`src/rtl/sre_pkg.sv`:
```
// Shared types and fixed constants for the sample rate estimator.
// No dependencies; used by sample_rate_estimator and sre_div.
`default_nettype none

package sre_pkg;

    // Widths fixed by the arithmetic
    localparam int DEN_W       = 40;     // divisor and remainder width
    localparam int MST_W       = 48;     // long-term sample total
    localparam int MTT_W       = 40;     // long-term time total
    localparam int MRATE_W     = 41;     // mean rate, saturates at 2^40
    localparam int NOM_W       = 18;
    localparam int MAXP_W      = 24;
    localparam int CFG_W       = 24;
    localparam int CFG_IDX_W   = 1;
    localparam int MEAN_SH     = 5;      // mean totals are kept times 32

    localparam logic [16:0] WINDOW_US   = 17'd100000;
    localparam logic [39:0] DECAY_LIMIT = 40'd512000000;  // 16 s times 32
    localparam logic [39:0] MTT_INIT    = 40'd384000000;  // 12 s times 32
    localparam logic [8:0]  MST_INIT_K  = 9'd384;         // 12 times 32
    localparam logic [17:0] NOM_RESET   = 18'd48000;
    localparam logic [23:0] MAXP_RESET  = 24'd100000;

    // Configuration register indexes
    localparam logic [CFG_IDX_W-1:0] CFG_NOMINAL    = 1'b0;
    localparam logic [CFG_IDX_W-1:0] CFG_MAX_PERIOD = 1'b1;

    typedef enum logic [3:0] {
        S_IDLE,
        S_DROP,
        S_PUSH,
        S_CHECK,
        S_WDIV,
        S_POP,
        S_MQ,
        S_MQW,
        S_MUL1,
        S_MUL2,
        S_MR,
        S_MRW,
        S_EST,
        S_DECAY,
        S_OUT
    } t_state;

endpackage

`default_nettype wire

```
`src/rtl/sre_div.sv`:
```
// Restoring radix-2 divider, one quotient bit per cycle.
// Depends on sre_pkg for the divisor width.
`default_nettype none

module sre_div #(
    parameter int DW = 69
) (
    input  wire                          i_clk,
    input  wire                          i_rst_n,
    input  wire                          i_start,
    input  wire [DW-1:0]                 i_num,
    input  wire [sre_pkg::DEN_W-1:0]     i_den,
    output logic                         o_busy,
    output logic [DW-1:0]                o_quot,
    output logic [sre_pkg::DEN_W-1:0]    o_rem
);
    localparam int CNT_W = $clog2(DW + 1);

    logic [DW-1:0]               r_q, n_q;
    logic [sre_pkg::DEN_W-1:0]   r_rem, n_rem;
    logic [sre_pkg::DEN_W-1:0]   r_den;
    logic [CNT_W-1:0]            r_cnt;
    logic                        r_busy;
    logic [sre_pkg::DEN_W:0]     trial;

    // One trial subtract per cycle; dividend shifts out as quotient shifts in
    always_comb begin
        trial = {r_rem, r_q[DW-1]};
        if (trial >= {1'b0, r_den}) begin
            n_rem = sre_pkg::DEN_W'(trial - {1'b0, r_den});
            n_q   = {r_q[DW-2:0], 1'b1};
        end else begin
            n_rem = trial[sre_pkg::DEN_W-1:0];
            n_q   = {r_q[DW-2:0], 1'b0};
        end
    end

    always_ff @(posedge i_clk) begin
        if (!i_rst_n) begin
            r_busy <= 1'b0;
            r_cnt  <= '0;
        end else if (i_start) begin
            r_busy <= 1'b1;
            r_cnt  <= CNT_W'(DW);
        end else if (r_busy) begin
            r_cnt <= r_cnt - 1'b1;
            if (r_cnt == CNT_W'(1)) begin
                r_busy <= 1'b0;
            end
        end
    end

    always_ff @(posedge i_clk) begin
        if (i_start) begin
            r_q   <= i_num;
            r_rem <= '0;
            r_den <= i_den;
        end else if (r_busy) begin
            r_q   <= n_q;
            r_rem <= n_rem;
        end
    end

    assign o_busy = r_busy;
    assign o_quot = r_q;
    assign o_rem  = r_rem;

endmodule

`default_nettype wire

```
`src/rtl/sample_rate_estimator.sv`:
```
// Sample rate estimator top level: window queue, long-term mean, IIR estimate.
// Depends on sre_pkg and sre_div.
`default_nettype none

// One result item per input item. A feed that only records its time (first
// feed, long gap) goes straight to the output step. A used feed drops the
// oldest entry when the queue is full, pushes the new entry and then, for each
// window entry popped, runs the window rate division and, when the entry enters
// the long-term mean, one or two mean divisions and the estimate update. The
// divider width is DW = 41 + bits of 1e6*RATE_SCALE (66 at the defaults). The
// output step waits while the previous result is stalled. All divisions run on
// one shared bit-serial divider; the input is stalled while an item is worked
// on. The window queue has no clearing after reset: only pushed entries are
// ever read.

module sample_rate_estimator #(
    parameter int QUEUE_DEPTH = 16,
    parameter int RATE_SCALE  = 32
) (
    input  wire                           i_clk,
    input  wire                           i_rst_n,
    // input channel
    input  wire                           i_valid,
    output logic                          o_stall,
    input  wire  [15:0]                   i_sample_count,
    input  wire  [31:0]                   i_timestamp_us,
    // output channel
    output logic                          o_valid,
    input  wire                           i_stall,
    output logic [22:0]                   o_rate_estimate,
    output logic                          o_estimate_updated,
    // configuration
    input  wire                           i_cfg_we,
    input  wire  [sre_pkg::CFG_IDX_W-1:0] i_cfg_index,
    input  wire  [sre_pkg::CFG_W-1:0]     i_cfg_data
);
    localparam longint unsigned K    = 64'd1000000 * RATE_SCALE;
    localparam int KW                = $clog2(K + 1);
    localparam int DW                = sre_pkg::DEN_W + KW + 1;
    localparam int EW                = $clog2(RATE_SCALE + 1);
    localparam int RW                = sre_pkg::NOM_W + EW;
    localparam int QPW               = $clog2(QUEUE_DEPTH + 1);
    localparam int HW                = $clog2(QUEUE_DEPTH);
    localparam int SSW               = 16 + QPW;
    localparam int TSW               = 32 + QPW;
    localparam longint unsigned CAPQ = (64'd1 << 40) / K;
    localparam int CW                = $clog2(CAPQ + 1);
    localparam int MRW               = sre_pkg::MRATE_W;
    localparam int VW                = ((RW + 5) > MRW ? (RW + 5) : MRW) + 1;
    localparam int HALF              = sre_pkg::DEN_W / 2;

    localparam logic [KW-1:0]  KV  = KW'(K);
    localparam logic [DW-1:0]  CQV = DW'(CAPQ);
    localparam logic [MRW-1:0] CAP = MRW'(64'd1 << 40);

    sre_pkg::t_state r_state, n_state;

    // configuration
    logic [sre_pkg::NOM_W-1:0]  r_nominal;
    logic [sre_pkg::MAXP_W-1:0] r_maxp;

    // window queue
    logic [15:0]      mem_s [QUEUE_DEPTH];
    logic [31:0]      mem_t [QUEUE_DEPTH];
    logic [15:0]      r_rd_s;
    logic [31:0]      r_rd_t;
    logic [HW-1:0]    r_head;
    logic [QPW-1:0]   r_fill;
    logic [SSW-1:0]   r_ssum;
    logic [TSW-1:0]   r_tsum;

    // estimator state
    logic [sre_pkg::MST_W-1:0] r_mst;
    logic [sre_pkg::MTT_W-1:0] r_mtt;
    logic [RW-1:0]             r_sm;
    logic [31:0]               r_prev;

    // per-item work registers
    logic [15:0]      r_count;
    logic [31:0]      r_now;
    logic [31:0]      r_gap;
    logic             r_use;
    logic             r_upd;
    logic [CW-1:0]    r_q;
    logic [sre_pkg::DEN_W-1:0] r_rem;
    logic [DW-1:0]    r_prod;
    logic [MRW-1:0]   r_mrate;

    // output register
    logic             r_o_valid;
    logic [22:0]      r_o_rate;
    logic             r_o_upd;

    // divider
    logic                      div_start;
    logic [DW-1:0]             div_num;
    logic [sre_pkg::DEN_W-1:0] div_den;
    logic                      div_busy;
    logic [DW-1:0]             div_quot;
    logic [sre_pkg::DEN_W-1:0] div_rem;

    // derived values
    logic [RW-1:0]             ref_rate;
    logic [RW-1:0]             ref_hi;
    logic [RW-1:0]             ref_lo;
    logic [sre_pkg::MTT_W-1:0] mt1;
    logic [31:0]               gap;
    logic                      feed_ok;
    logic                      pop_more;
    logic                      in_acc;
    logic                      out_free;
    logic [DW-1:0]             win_diff;
    logic [HW:0]               tail_sum;
    logic [HW-1:0]             tail;
    logic [HW-1:0]             head_nx;
    logic [DW:0]               est_sum;
    logic [VW-1:0]             v_sum;
    logic [VW-1:0]             v_shr;
    logic [RW-1:0]             v_clamp;
    logic [sre_pkg::MST_W:0]   mst_add;
    logic [sre_pkg::MTT_W:0]   mtt_add;
    logic [sre_pkg::MST_W+1:0] mst_dec;
    logic [sre_pkg::MTT_W+1:0] mtt_dec;

    always_comb begin
        ref_rate = RW'(r_nominal * RATE_SCALE);
        ref_hi   = ref_rate + (ref_rate >> 6);
        ref_lo   = ref_rate - (ref_rate >> 6);
        mt1      = (r_mtt == '0) ? sre_pkg::MTT_W'(1) : r_mtt;
        gap      = i_timestamp_us - r_prev;
        feed_ok  = (r_prev != '0) && (gap < {8'd0, r_maxp});
        pop_more = (r_tsum > TSW'(sre_pkg::WINDOW_US)) && (r_fill != '0);
        in_acc   = i_valid && (r_state == sre_pkg::S_IDLE);
        out_free = !r_o_valid || !i_stall;

        // queue pointers
        tail_sum = {1'b0, r_head} + (HW+1)'(r_fill);
        tail     = (tail_sum >= (HW+1)'(QUEUE_DEPTH))
                   ? HW'(tail_sum - (HW+1)'(QUEUE_DEPTH)) : tail_sum[HW-1:0];
        head_nx  = (r_head == HW'(QUEUE_DEPTH - 1)) ? '0 : r_head + 1'b1;

        // window rate distance from nominal
        win_diff = (div_quot > DW'(ref_rate)) ? div_quot - DW'(ref_rate)
                                               : DW'(ref_rate) - div_quot;

        // mean rate from quotient pieces
        est_sum  = (DW+1)'(r_q) * KV + {1'b0, div_quot};

        // IIR step and clamp
        v_sum    = (VW'(r_sm) << 5) - VW'(r_sm) + VW'(r_mrate) + VW'(16);
        v_shr    = v_sum >> 5;
        if (v_shr > VW'(ref_hi)) begin
            v_clamp = ref_hi;
        end else if (v_shr < VW'(ref_lo)) begin
            v_clamp = ref_lo;
        end else begin
            v_clamp = v_shr[RW-1:0];
        end

        // mean accumulation and decay
        mst_add = {1'b0, r_mst} + ((sre_pkg::MST_W+1)'(r_rd_s) << sre_pkg::MEAN_SH);
        mtt_add = {1'b0, r_mtt} + ((sre_pkg::MTT_W+1)'(r_rd_t) << sre_pkg::MEAN_SH);
        mst_dec = (((sre_pkg::MST_W+2)'(r_mst) << 1) + (sre_pkg::MST_W+2)'(r_mst)
                  + (sre_pkg::MST_W+2)'(2)) >> 2;
        mtt_dec = (((sre_pkg::MTT_W+2)'(r_mtt) << 1) + (sre_pkg::MTT_W+2)'(r_mtt)
                  + (sre_pkg::MTT_W+2)'(2)) >> 2;
    end

    // divider operand select
    always_comb begin
        div_start = 1'b0;
        div_num   = '0;
        div_den   = mt1;
        case (r_state)
            sre_pkg::S_CHECK: begin
                div_start = pop_more;
                div_num   = DW'(r_ssum) * KV;
                div_den   = sre_pkg::DEN_W'(r_tsum);
            end
            sre_pkg::S_MQ: begin
                div_start = 1'b1;
                div_num   = DW'(r_mst);
            end
            sre_pkg::S_MR: begin
                div_start = 1'b1;
                div_num   = r_prod;
            end
            default: begin
                div_start = 1'b0;
            end
        endcase
    end

    sre_div #(
        .DW (DW)
    ) u_div (
        .i_clk   (i_clk),
        .i_rst_n (i_rst_n),
        .i_start (div_start),
        .i_num   (div_num),
        .i_den   (div_den),
        .o_busy  (div_busy),
        .o_quot  (div_quot),
        .o_rem   (div_rem)
    );

    // state register
    always_ff @(posedge i_clk) begin
        if (!i_rst_n) begin
            r_state <= sre_pkg::S_IDLE;
        end else begin
            r_state <= n_state;
        end
    end

    // sequencer
    always_comb begin
        n_state = r_state;
        case (r_state)
            sre_pkg::S_IDLE: begin
                if (i_valid) begin
                    if (!feed_ok) begin
                        n_state = sre_pkg::S_OUT;
                    end else if (r_fill >= QPW'(QUEUE_DEPTH)) begin
                        n_state = sre_pkg::S_DROP;
                    end else begin
                        n_state = sre_pkg::S_PUSH;
                    end
                end
            end
            sre_pkg::S_DROP:  n_state = sre_pkg::S_PUSH;
            sre_pkg::S_PUSH:  n_state = sre_pkg::S_CHECK;
            sre_pkg::S_CHECK: n_state = pop_more ? sre_pkg::S_WDIV : sre_pkg::S_OUT;
            sre_pkg::S_WDIV: begin
                if (!div_busy) begin
                    n_state = sre_pkg::S_POP;
                end
            end
            sre_pkg::S_POP:   n_state = r_use ? sre_pkg::S_MQ : sre_pkg::S_CHECK;
            sre_pkg::S_MQ:    n_state = sre_pkg::S_MQW;
            sre_pkg::S_MQW: begin
                if (!div_busy) begin
                    n_state = (div_quot >= CQV) ? sre_pkg::S_EST : sre_pkg::S_MUL1;
                end
            end
            sre_pkg::S_MUL1:  n_state = sre_pkg::S_MUL2;
            sre_pkg::S_MUL2:  n_state = sre_pkg::S_MR;
            sre_pkg::S_MR:    n_state = sre_pkg::S_MRW;
            sre_pkg::S_MRW: begin
                if (!div_busy) begin
                    n_state = sre_pkg::S_EST;
                end
            end
            sre_pkg::S_EST:   n_state = sre_pkg::S_DECAY;
            sre_pkg::S_DECAY: n_state = sre_pkg::S_CHECK;
            sre_pkg::S_OUT: begin
                if (out_free) begin
                    n_state = sre_pkg::S_IDLE;
                end
            end
            default:          n_state = sre_pkg::S_IDLE;
        endcase
    end

    // window queue storage; head entry read every cycle
    always_ff @(posedge i_clk) begin
        if (r_state == sre_pkg::S_PUSH) begin
            mem_s[tail] <= r_count;
            mem_t[tail] <= r_gap;
        end
        r_rd_s <= mem_s[r_head];
        r_rd_t <= mem_t[r_head];
    end

    // control state: queue pointers, sums, estimator, output handshake
    always_ff @(posedge i_clk) begin
        if (!i_rst_n) begin
            r_nominal <= sre_pkg::NOM_RESET;
            r_maxp    <= sre_pkg::MAXP_RESET;
            r_head    <= '0;
            r_fill    <= '0;
            r_ssum    <= '0;
            r_tsum    <= '0;
            r_mst     <= sre_pkg::MST_W'(sre_pkg::NOM_RESET) * sre_pkg::MST_INIT_K;
            r_mtt     <= sre_pkg::MTT_INIT;
            r_sm      <= RW'(sre_pkg::NOM_RESET * RATE_SCALE);
            r_prev    <= '0;
            r_upd     <= 1'b0;
            r_o_valid <= 1'b0;
        end else begin
            // output valid: set when a result is loaded, cleared when taken
            if (r_state == sre_pkg::S_OUT && out_free) begin
                r_o_valid <= 1'b1;
            end else if (r_o_valid && !i_stall) begin
                r_o_valid <= 1'b0;
            end
            case (r_state)
                sre_pkg::S_IDLE: begin
                    if (in_acc) begin
                        r_upd <= 1'b0;
                    end
                end
                sre_pkg::S_DROP, sre_pkg::S_POP: begin
                    r_ssum <= r_ssum - SSW'(r_rd_s);
                    r_tsum <= r_tsum - TSW'(r_rd_t);
                    r_head <= head_nx;
                    r_fill <= r_fill - 1'b1;
                    if (r_state == sre_pkg::S_POP && r_use) begin
                        r_mst <= mst_add[sre_pkg::MST_W] ? '1 : mst_add[sre_pkg::MST_W-1:0];
                        r_mtt <= mtt_add[sre_pkg::MTT_W] ? '1 : mtt_add[sre_pkg::MTT_W-1:0];
                    end
                end
                sre_pkg::S_PUSH: begin
                    r_ssum <= r_ssum + SSW'(r_count);
                    r_tsum <= r_tsum + TSW'(r_gap);
                    r_fill <= r_fill + 1'b1;
                end
                sre_pkg::S_EST: begin
                    r_sm  <= v_clamp;
                    r_upd <= 1'b1;
                end
                sre_pkg::S_DECAY: begin
                    if (r_mtt > sre_pkg::DECAY_LIMIT) begin
                        r_mst <= mst_dec[sre_pkg::MST_W-1:0];
                        r_mtt <= mtt_dec[sre_pkg::MTT_W-1:0];
                    end
                end
                sre_pkg::S_OUT: begin
                    if (out_free) begin
                        r_prev <= r_now;
                    end
                end
                default: begin
                end
            endcase

            // configuration writes must arrive only while idle; the block does not enforce it
            if (i_cfg_we) begin
                case (i_cfg_index)
                    sre_pkg::CFG_NOMINAL: begin
                        r_nominal <= i_cfg_data[sre_pkg::NOM_W-1:0];
                        r_sm      <= RW'(i_cfg_data[sre_pkg::NOM_W-1:0] * RATE_SCALE);
                        r_mst     <= sre_pkg::MST_W'(i_cfg_data[sre_pkg::NOM_W-1:0])
                                     * sre_pkg::MST_INIT_K;
                        r_mtt     <= sre_pkg::MTT_INIT;
                        r_prev    <= '0;
                    end
                    sre_pkg::CFG_MAX_PERIOD: begin
                        r_maxp <= i_cfg_data;
                    end
                    default: begin
                    end
                endcase
            end
        end
    end

    // payload registers
    always_ff @(posedge i_clk) begin
        case (r_state)
            sre_pkg::S_IDLE: begin
                if (in_acc) begin
                    r_count <= i_sample_count;
                    r_now   <= i_timestamp_us;
                    r_gap   <= gap;
                end
            end
            sre_pkg::S_WDIV: begin
                r_use <= win_diff < DW'(ref_rate >> 1);
            end
            sre_pkg::S_MQW: begin
                r_q     <= div_quot[CW-1:0];
                r_rem   <= div_rem;
                r_mrate <= CAP;
            end
            sre_pkg::S_MUL1: begin
                r_prod <= DW'(r_rem[sre_pkg::DEN_W-1:HALF]) * KV;
            end
            sre_pkg::S_MUL2: begin
                r_prod <= (r_prod << HALF) + DW'(r_rem[HALF-1:0]) * KV + DW'(mt1 >> 1);
            end
            sre_pkg::S_MRW: begin
                r_mrate <= (est_sum > (DW+1)'(CAP)) ? CAP : MRW'(est_sum);
            end
            sre_pkg::S_OUT: begin
                if (out_free) begin
                    r_o_rate <= 23'(r_sm);
                    r_o_upd  <= r_upd;
                end
            end
            default: begin
            end
        endcase
    end

    assign o_stall            = (r_state != sre_pkg::S_IDLE);
    assign o_valid            = r_o_valid;
    assign o_rate_estimate    = r_o_rate;
    assign o_estimate_updated = r_o_upd;

endmodule

`default_nettype wire
```
`config.mk`:
```
export PLATFORM = sky130hd
export DESIGN_NAME = sample_rate_estimator
export DESIGN_NICKNAME = d
export VERILOG_FILES = /design/src/rtl/sre_pkg.sv /design/src/rtl/sre_div.sv /design/src/rtl/sample_rate_estimator.sv
export SDC_FILE = /design/constraint.sdc
export NUM_CORES = 2
export LEC_CHECK = 0
export BUFFER_PORTS_ARGS = -buffer_cell sky130_fd_sc_hd__buf_2
export CORE_MARGIN = 5
export CORE_UTILIZATION = 45
export CTS_CLUSTER_DIAMETER = 120
export DETAILED_ROUTE_END_ITERATION = 10
export GPL_TIMING_DRIVEN = 0
export PLACE_DENSITY = 0.57
export SLEW_MARGIN = 25
export SYNTH_ARGS = -nofsm -noshare
export SYNTH_HDL_FRONTEND = slang
export SYNTH_SLANG_ARGS = --single-unit
```
`constraint.sdc`:
```
create_clock -name i_clk -period 22.8 [get_ports i_clk]
set_clock_uncertainty 0.2 [all_clocks]
set_input_delay 1.14 -clock i_clk [delete_from_list [all_inputs] [get_ports i_clk]]
set_output_delay 1.14 -clock i_clk [all_outputs]
set_load 0.1 [all_outputs]
```
Word-level counts from Yosys, hierarchy flattened. Memories as Yosys holds them, arrays and structs flattened. A register that Yosys moved wholly into a read port is not among the register bits. Index checks and enable logic that the tools add are counted.

Multipliers: 5. Reductions and logical operators: 30. Bitwise logic cells: 2. $add $sub $neg: 28. Eq/ne operators: 22. Multiplexer cells: 60. Magnitude comparators: 12.

Operators with widths (count): $mux W40 (7); $mux W48 (5); $mux W66 (3); $pmux W66 S3 (1); $pmux W66 S2 (1); $mux W32 (4); $mux W24 (5); $pmux W48 S2 (1); $pmux W41 S2 (1); $pmux W40 S2 (1); $pmux W37 S2 (1); $mul A20 B14 Y34 const B (2); $add A41 B66 Y67 (1); $gt A67 B41 Y1 const B (1); $add A66 B39 Y66 (1); $add A66 B45 Y66 (1); $ge A66 B16 Y1 const B (1); $gt A66 B23 Y1 (1); $lt A66 B22 Y1 (1); $sub A23 B66 Y66 (1); $sub A66 B23 Y66 (1); $pmux W4 S14 (1); $add A49 B48 Y50 (1); $add A50 B2 Y50 const B (1); other kinds (60) (115).

Register bits after elaboration: 681. Memories kept: 2. Output and inout port bits: 26. Word-level logic and storage cells: 191. Input bits: 78. Memory bits (writable): 768.

Memory list: mem_t (words 16, bits a word 32, rd ports 1, clocked after memory_dff 1, write ports 1, line sample_rate_estimator.sv:64) `logic [31:0] mem_t [QUEUE_DEPTH];`; mem_s (words 16, bits a word 16, rd ports 1, clocked after memory_dff 1, write ports 1, line sample_rate_estimator.sv:63) `logic [15:0] mem_s [QUEUE_DEPTH];`.

Longest topological paths before layout.
Depth after elaboration: 9. Mapped depth: 39. Depth with buffers taken out: 38.

By module. A second synthesis with hierarchy kept.

Cells, all modules: 9842. Area, all modules: 105195.9 sq um.

Modules (own cells, without submodules): sample_rate_estimator (area an instance 96502.6 sq um, cells each 8993, sequential area each 37255.7 sq um, instances 1); sre_div (area an instance 8693.3 sq um, cells each 849, sequential area each 4144.0 sq um, instances 1).

Worst setup path after synthesis. OpenSTA, ideal clock, no wires.

Kind: flip-flop to flip-flop. From: reg r_rem[0] (netlist name). To: reg r_prod[60], data pin. Slack: 13841 ps. Arrival time: 8493 ps. Required time: 22334 ps. Setup time: 266 ps. Clock period less this slack: 8959 ps. Path buffers: 0. Stages on the path, launching flop included: 37. Path through: edfxtp_1 fa_1 inv_1 fa_1 fa_1 inv_1 fa_1 ha_1 inv_1 fa_1 inv_1 ha_1 a21o_1 a21o_1 o311a_1 o21a_1 o21a_1 o311a_1 o221ai_1 a21oi_1 a21o_1 a21oi_1 xor2_1 fa_1 inv_1 ha_1 nand3_1 o21ai_0 nor2_1 and2_1 nand2_1 o2111ai_1 a21boi_0 o21ai_1 nor4_1 xnor2_1 nor2_1.

Cells in the longest elaborated chain, start to end: 4.

RTL lines: from (decl) (line sample_rate_estimator.sv:85) `logic [sre_pkg::DEN_W-1:0] r_rem;`; from (signal assigned) (line sample_rate_estimator.sv:373) `r_rem <= div_rem;`; $mul A20 B14 Y34 (line sample_rate_estimator.sv:380) `r_prod <= (r_prod << HALF) + DW'(r_rem[HALF-1:0]) * KV + DW'(mt1 >> 1);`; $add A66 B45 Y66 (line sample_rate_estimator.sv:380); $add A66 B39 Y66 (line sample_rate_estimator.sv:380); $pmux W66 S2 (line sample_rate_estimator.sv:360) `case (r_state)`; to (signal assigned) (line sample_rate_estimator.sv:377) `r_prod <= DW'(r_rem[sre_pkg::DEN_W-1:HALF]) * KV;`; to (signal assigned) (line sample_rate_estimator.sv:380); to (decl) (line sample_rate_estimator.sv:86) `logic [DW-1:0] r_prod;`.

No other way between the ends. A chain may end at the register's enable or synchronous reset.

Final worst setup path.
From: reg r_q[1]. To: reg r_mrate[6], data pin.

Cells in the longest elaborated chain, start to end: 5.

RTL lines: from (decl) (line sample_rate_estimator.sv:84) `logic [CW-1:0] r_q;`; from (signal assigned) (line sample_rate_estimator.sv:372) `r_q <= div_quot[CW-1:0];`; $mul A16 B14 Y30 (line sample_rate_estimator.sv:147) `est_sum = (DW+1)'(r_q) * KV + {1'b0, div_quot};`; $add A41 B66 Y67 (line sample_rate_estimator.sv:147); $gt A67 B41 Y1 (line sample_rate_estimator.sv:383) `r_mrate <= (est_sum > (DW+1)'(CAP)) ? CAP : MRW'(est_sum);`; $mux W41 (line sample_rate_estimator.sv:383); $pmux W41 S2 (line sample_rate_estimator.sv:360); to (signal assigned) (line sample_rate_estimator.sv:383); to (decl) (line sample_rate_estimator.sv:87) `logic [MRW-1:0] r_mrate;`.

No other way between the ends.

==> impl_results.md <==
* Clk slew on worst S/H paths at 0.06 ns
* CP Max Fanout at 10
* WP data arrival at 11.02 ns
* CTS root buf: clkbuf_16
* Initial drt markers at 7794
* Worst path slowest cell: o21ai_1
* DIE AREA at 241000 sq um
* Post-Synth Simple-Gate Area at 10.7%
* Die Y at 491 um
* Setup_tns at 0 ns
* Main flop type after synthesis: edfxtp_1
* Post-route cell area at 117000 sq um
* Async SR Flop Fraction at 0%
* Most used cell, CP: fa_1
* Power per cell area at 145 nW/um^2
* RSZ-0062 raised after global routing: false
* Clk sinks at 1497
* Worst-Skew Late Latency at 0.86 ns
* Critical path buffer and inverter count at 6
* CP required at 23.22 ns
* Netlist Area Pre-Place at 104000 sq um
* Tmin final at 10.60 ns
* Via Count at 79800
* Final setup vio count at 0
* Initial antenna violation count at 19
* Synth Area in Compound Gates at 14.6%
* Die W at 491 um
* Critical path class: flop to flop
* Post-detailed-route count of antenna-violating nets at 0
* #FFs+latches synth at 1497
* Fin util at 50.6%
* Mean Syn Cell Area at 10.7 sq um
* Cell area after placement at 110000 sq um
* H-tree depth at 4
* Worst hold path type: input port to flop
* Worst hold slack at 0.253 ns
* Nature of the critical path endpoint: flop
* Sequential-to-total area share from yosys stat at 39.7%
* Worst setup SP type: flop
* CTS Buf Count at 171
* Final hold violations at 0
* Adder-cell share of the synthesized area at 20.4%
* Vias in the first global route at 78100
* Largest net degree at the start of global routing at 64
* MaxCap Viol Count at 0
* Placer Congestion at 0.982
* Avg WL per Cell at 27.0 um
* Yosys Warn Count at 0
* Area grow syn2layout at 11.8%
* PortBufs at 102
* Pins Over Slew Limit at 0
* CTS tree: done
* Starting density of the core at 45.3%
* GRT Total Usage at 28.8%
* Post-DP HPWL at 282000 um
* Combinational family with the most area after synthesis: adder cells
* Core area at 230000 sq um
* Synth Area in XOR/XNOR at 4.93%
* CP max stage delay at 0.67 ns
* Multiplexer share of the synthesized area at 5.69%
* DRC violations left at 0
* Cell Rows at 176
* CTS Buffer Depth at 3
* Post-synth EDFFs at 1142
* First-pass GRT wire length at 522000 um
* Share of post-route cells with drive strength above 1 at 8.41%
* Total grt overflow at 0
* Worst vdd ir at 0.152 mV
* 1st-pass router iterations at 10
* Tcrit/Tclk final at 46.5%
* Post-cts gate resize count at 0
* Slew HR at 21.1%
* Final net count at 11600
* Syn Inst Count at 9702
* CTS Hold Bufs at 0
* Synth Net Count at 11300
* Vias per cell at 6.03
* P_leak at 0.0468 uW
* Slew @ Worst Pin at 1.18 ns
* Family with the most delay on the worst path: adder cells
* Filler Cells Inserted at 20600
* Achievable clock frequency at 0.0943 GHz
* Overall routed net length at 357000 um
* Post-CTS setup buffers at 0
* I/O Pins at 104
* Outcome: complete, no violations
* Unique masters post-synth at 101
-- report_power, final --
part | switching (uW) | internal [uW] | leakage [uW]
combinational | 6080 | 3600 | 0.0307
clock | 1220 | 1730 | 0.00293
sequential | 741 | 3490 | 0.0132
total | 8040 | 8820 | 0.0468
-- through the flow --
step	worst slack (ns)	cells	power, uW
floorplan	13.84	9702	10400
global placement	12.20	12800	13600
detailed placement	12.16	12900	13800
CTS	12.13	13200	16800
global route	11.66	13200	18000
finish	12.20	13200	16900
-- sequential cells by signal, summed over array words and instances (netlist names), 37 cells and up --
| name | count |
|---|---|
| mem_t | 512 |
| mem_s | 256 |
| r_prod | 66 |
| u_div.o_quot | 66 |
| r_mst | 48 |
| r_mrate | 41 |
| r_mtt | 40 |
| r_rem | 40 |
| u_div.o_rem | 40 |
| u_div.r_den | 40 |
| r_tsum | 37 |
-- placed cells by master, fill, tap and decap left out, types with 43 or more instances in the layout --
cell	count
nor2b_1	83
o21bai_1	61
inv_1	749
mux4_2	240
clkbuf_1	291
fa_1	319
o21a_1	103
o211ai_1	92
a211oi_1	86
o21ai_0	444
a21oi_1	756
nor2_1	575
nor4_1	46
nand4_1	83
and3_1	77
edfxtp_1	1142
nor3_1	183
clkbuf_16	175
xnor2_1	384
buf_16	43
and2_1	49
ha_1	1187
dfxtp_1	355
nand2b_1	108
a21o_1	257
nand3_1	151
buf_2	120
nand2_1	792
a31oi_1	68
xor2_1	198
or3_1	55
-- cells in the mapped netlist, drive strengths merged, types with 77 or more instances --
| master | number | area, sq um |
|---|---|---|
| ha | 1187 | 14900 |
| edfxtp | 1142 | 34300 |
| nand2 | 793 | 2980 |
| a21oi | 756 | 3780 |
| inv | 751 | 2820 |
| nor2 | 596 | 2240 |
| o21ai | 452 | 2260 |
| xnor2 | 389 | 3410 |
| dfxtp | 355 | 7110 |
| fa | 319 | 6390 |
| clkbuf | 279 | 1050 |
| a21o | 257 | 1930 |
| mux4 | 240 | 5410 |
| xor2 | 198 | 1730 |
| nor3 | 187 | 952 |
| nand3 | 152 | 766 |
| nand2b | 109 | 682 |
| o21a | 103 | 773 |
| o211ai | 93 | 703 |
| a211oi | 86 | 646 |
| nand4 | 83 | 519 |
| nor2b | 83 | 519 |
| and3 | 77 | 482 |
-- area by class of cell --
cell class	instances	area, sq um	share of cell area, %
inverters	752	2830	2.43
flip-flops and latches	1497	41400	35.5
plain buffers	339	1350	1.16
well taps	3026	3790	3.25
diodes	10	25.0	0.0215
clock buffers	227	4760	4.09
multi-input cells	7114	58900	50.6
clock inverters	93	1310	1.12
repair buffers	174	2120	1.82
-- cell families after synthesis --
| logic type | Yosys count |
|---|---|
| adders and majority gates | 1506 |
| and+or+nand+nor | 2365 |
| xor gates and xnor gates | 587 |
| buffers and inverters | 1091 |
| AOI/OAI and AO/OA | 2366 |
| muxes | 290 |
| DFF | 1497 |
-- routing by layer --
layer	GRT usage, %	part of all wire [%]
met5	0	0.0078
met1	38.6	42
met3	4.74	7.1
met4	12.4	4.9
met2	46.4	46
-- final timing paths --
check / from / endpoint / slack [ns] / cells past startpoint
max: r_q[1] / r_mrate[6] / 12.20 / 34
min: i_sample_count[12] / r_count[12] / 0.25 / 1
max reg2reg: r_q[1] / r_mrate[6] / 12.20 / 34
min reg2reg: r_maxp[20] / r_maxp[20] / 0.26 / 2
-- worst reg2reg max path: cells and delay by family, from the launching register on --
family | cells | cell delay (ns)
buffers and inverters | 6 | 1.14
AND/OR/NAND/NOR | 8 | 1.96
adder cells (fa/ha/maj) | 8 | 3.56
flip-flops | 1 | 0.63
AO/OA/AOI/OAI | 11 | 2.79
XOR/XNOR | 1 | 0.10
Power figures use the tool's default switching activity.
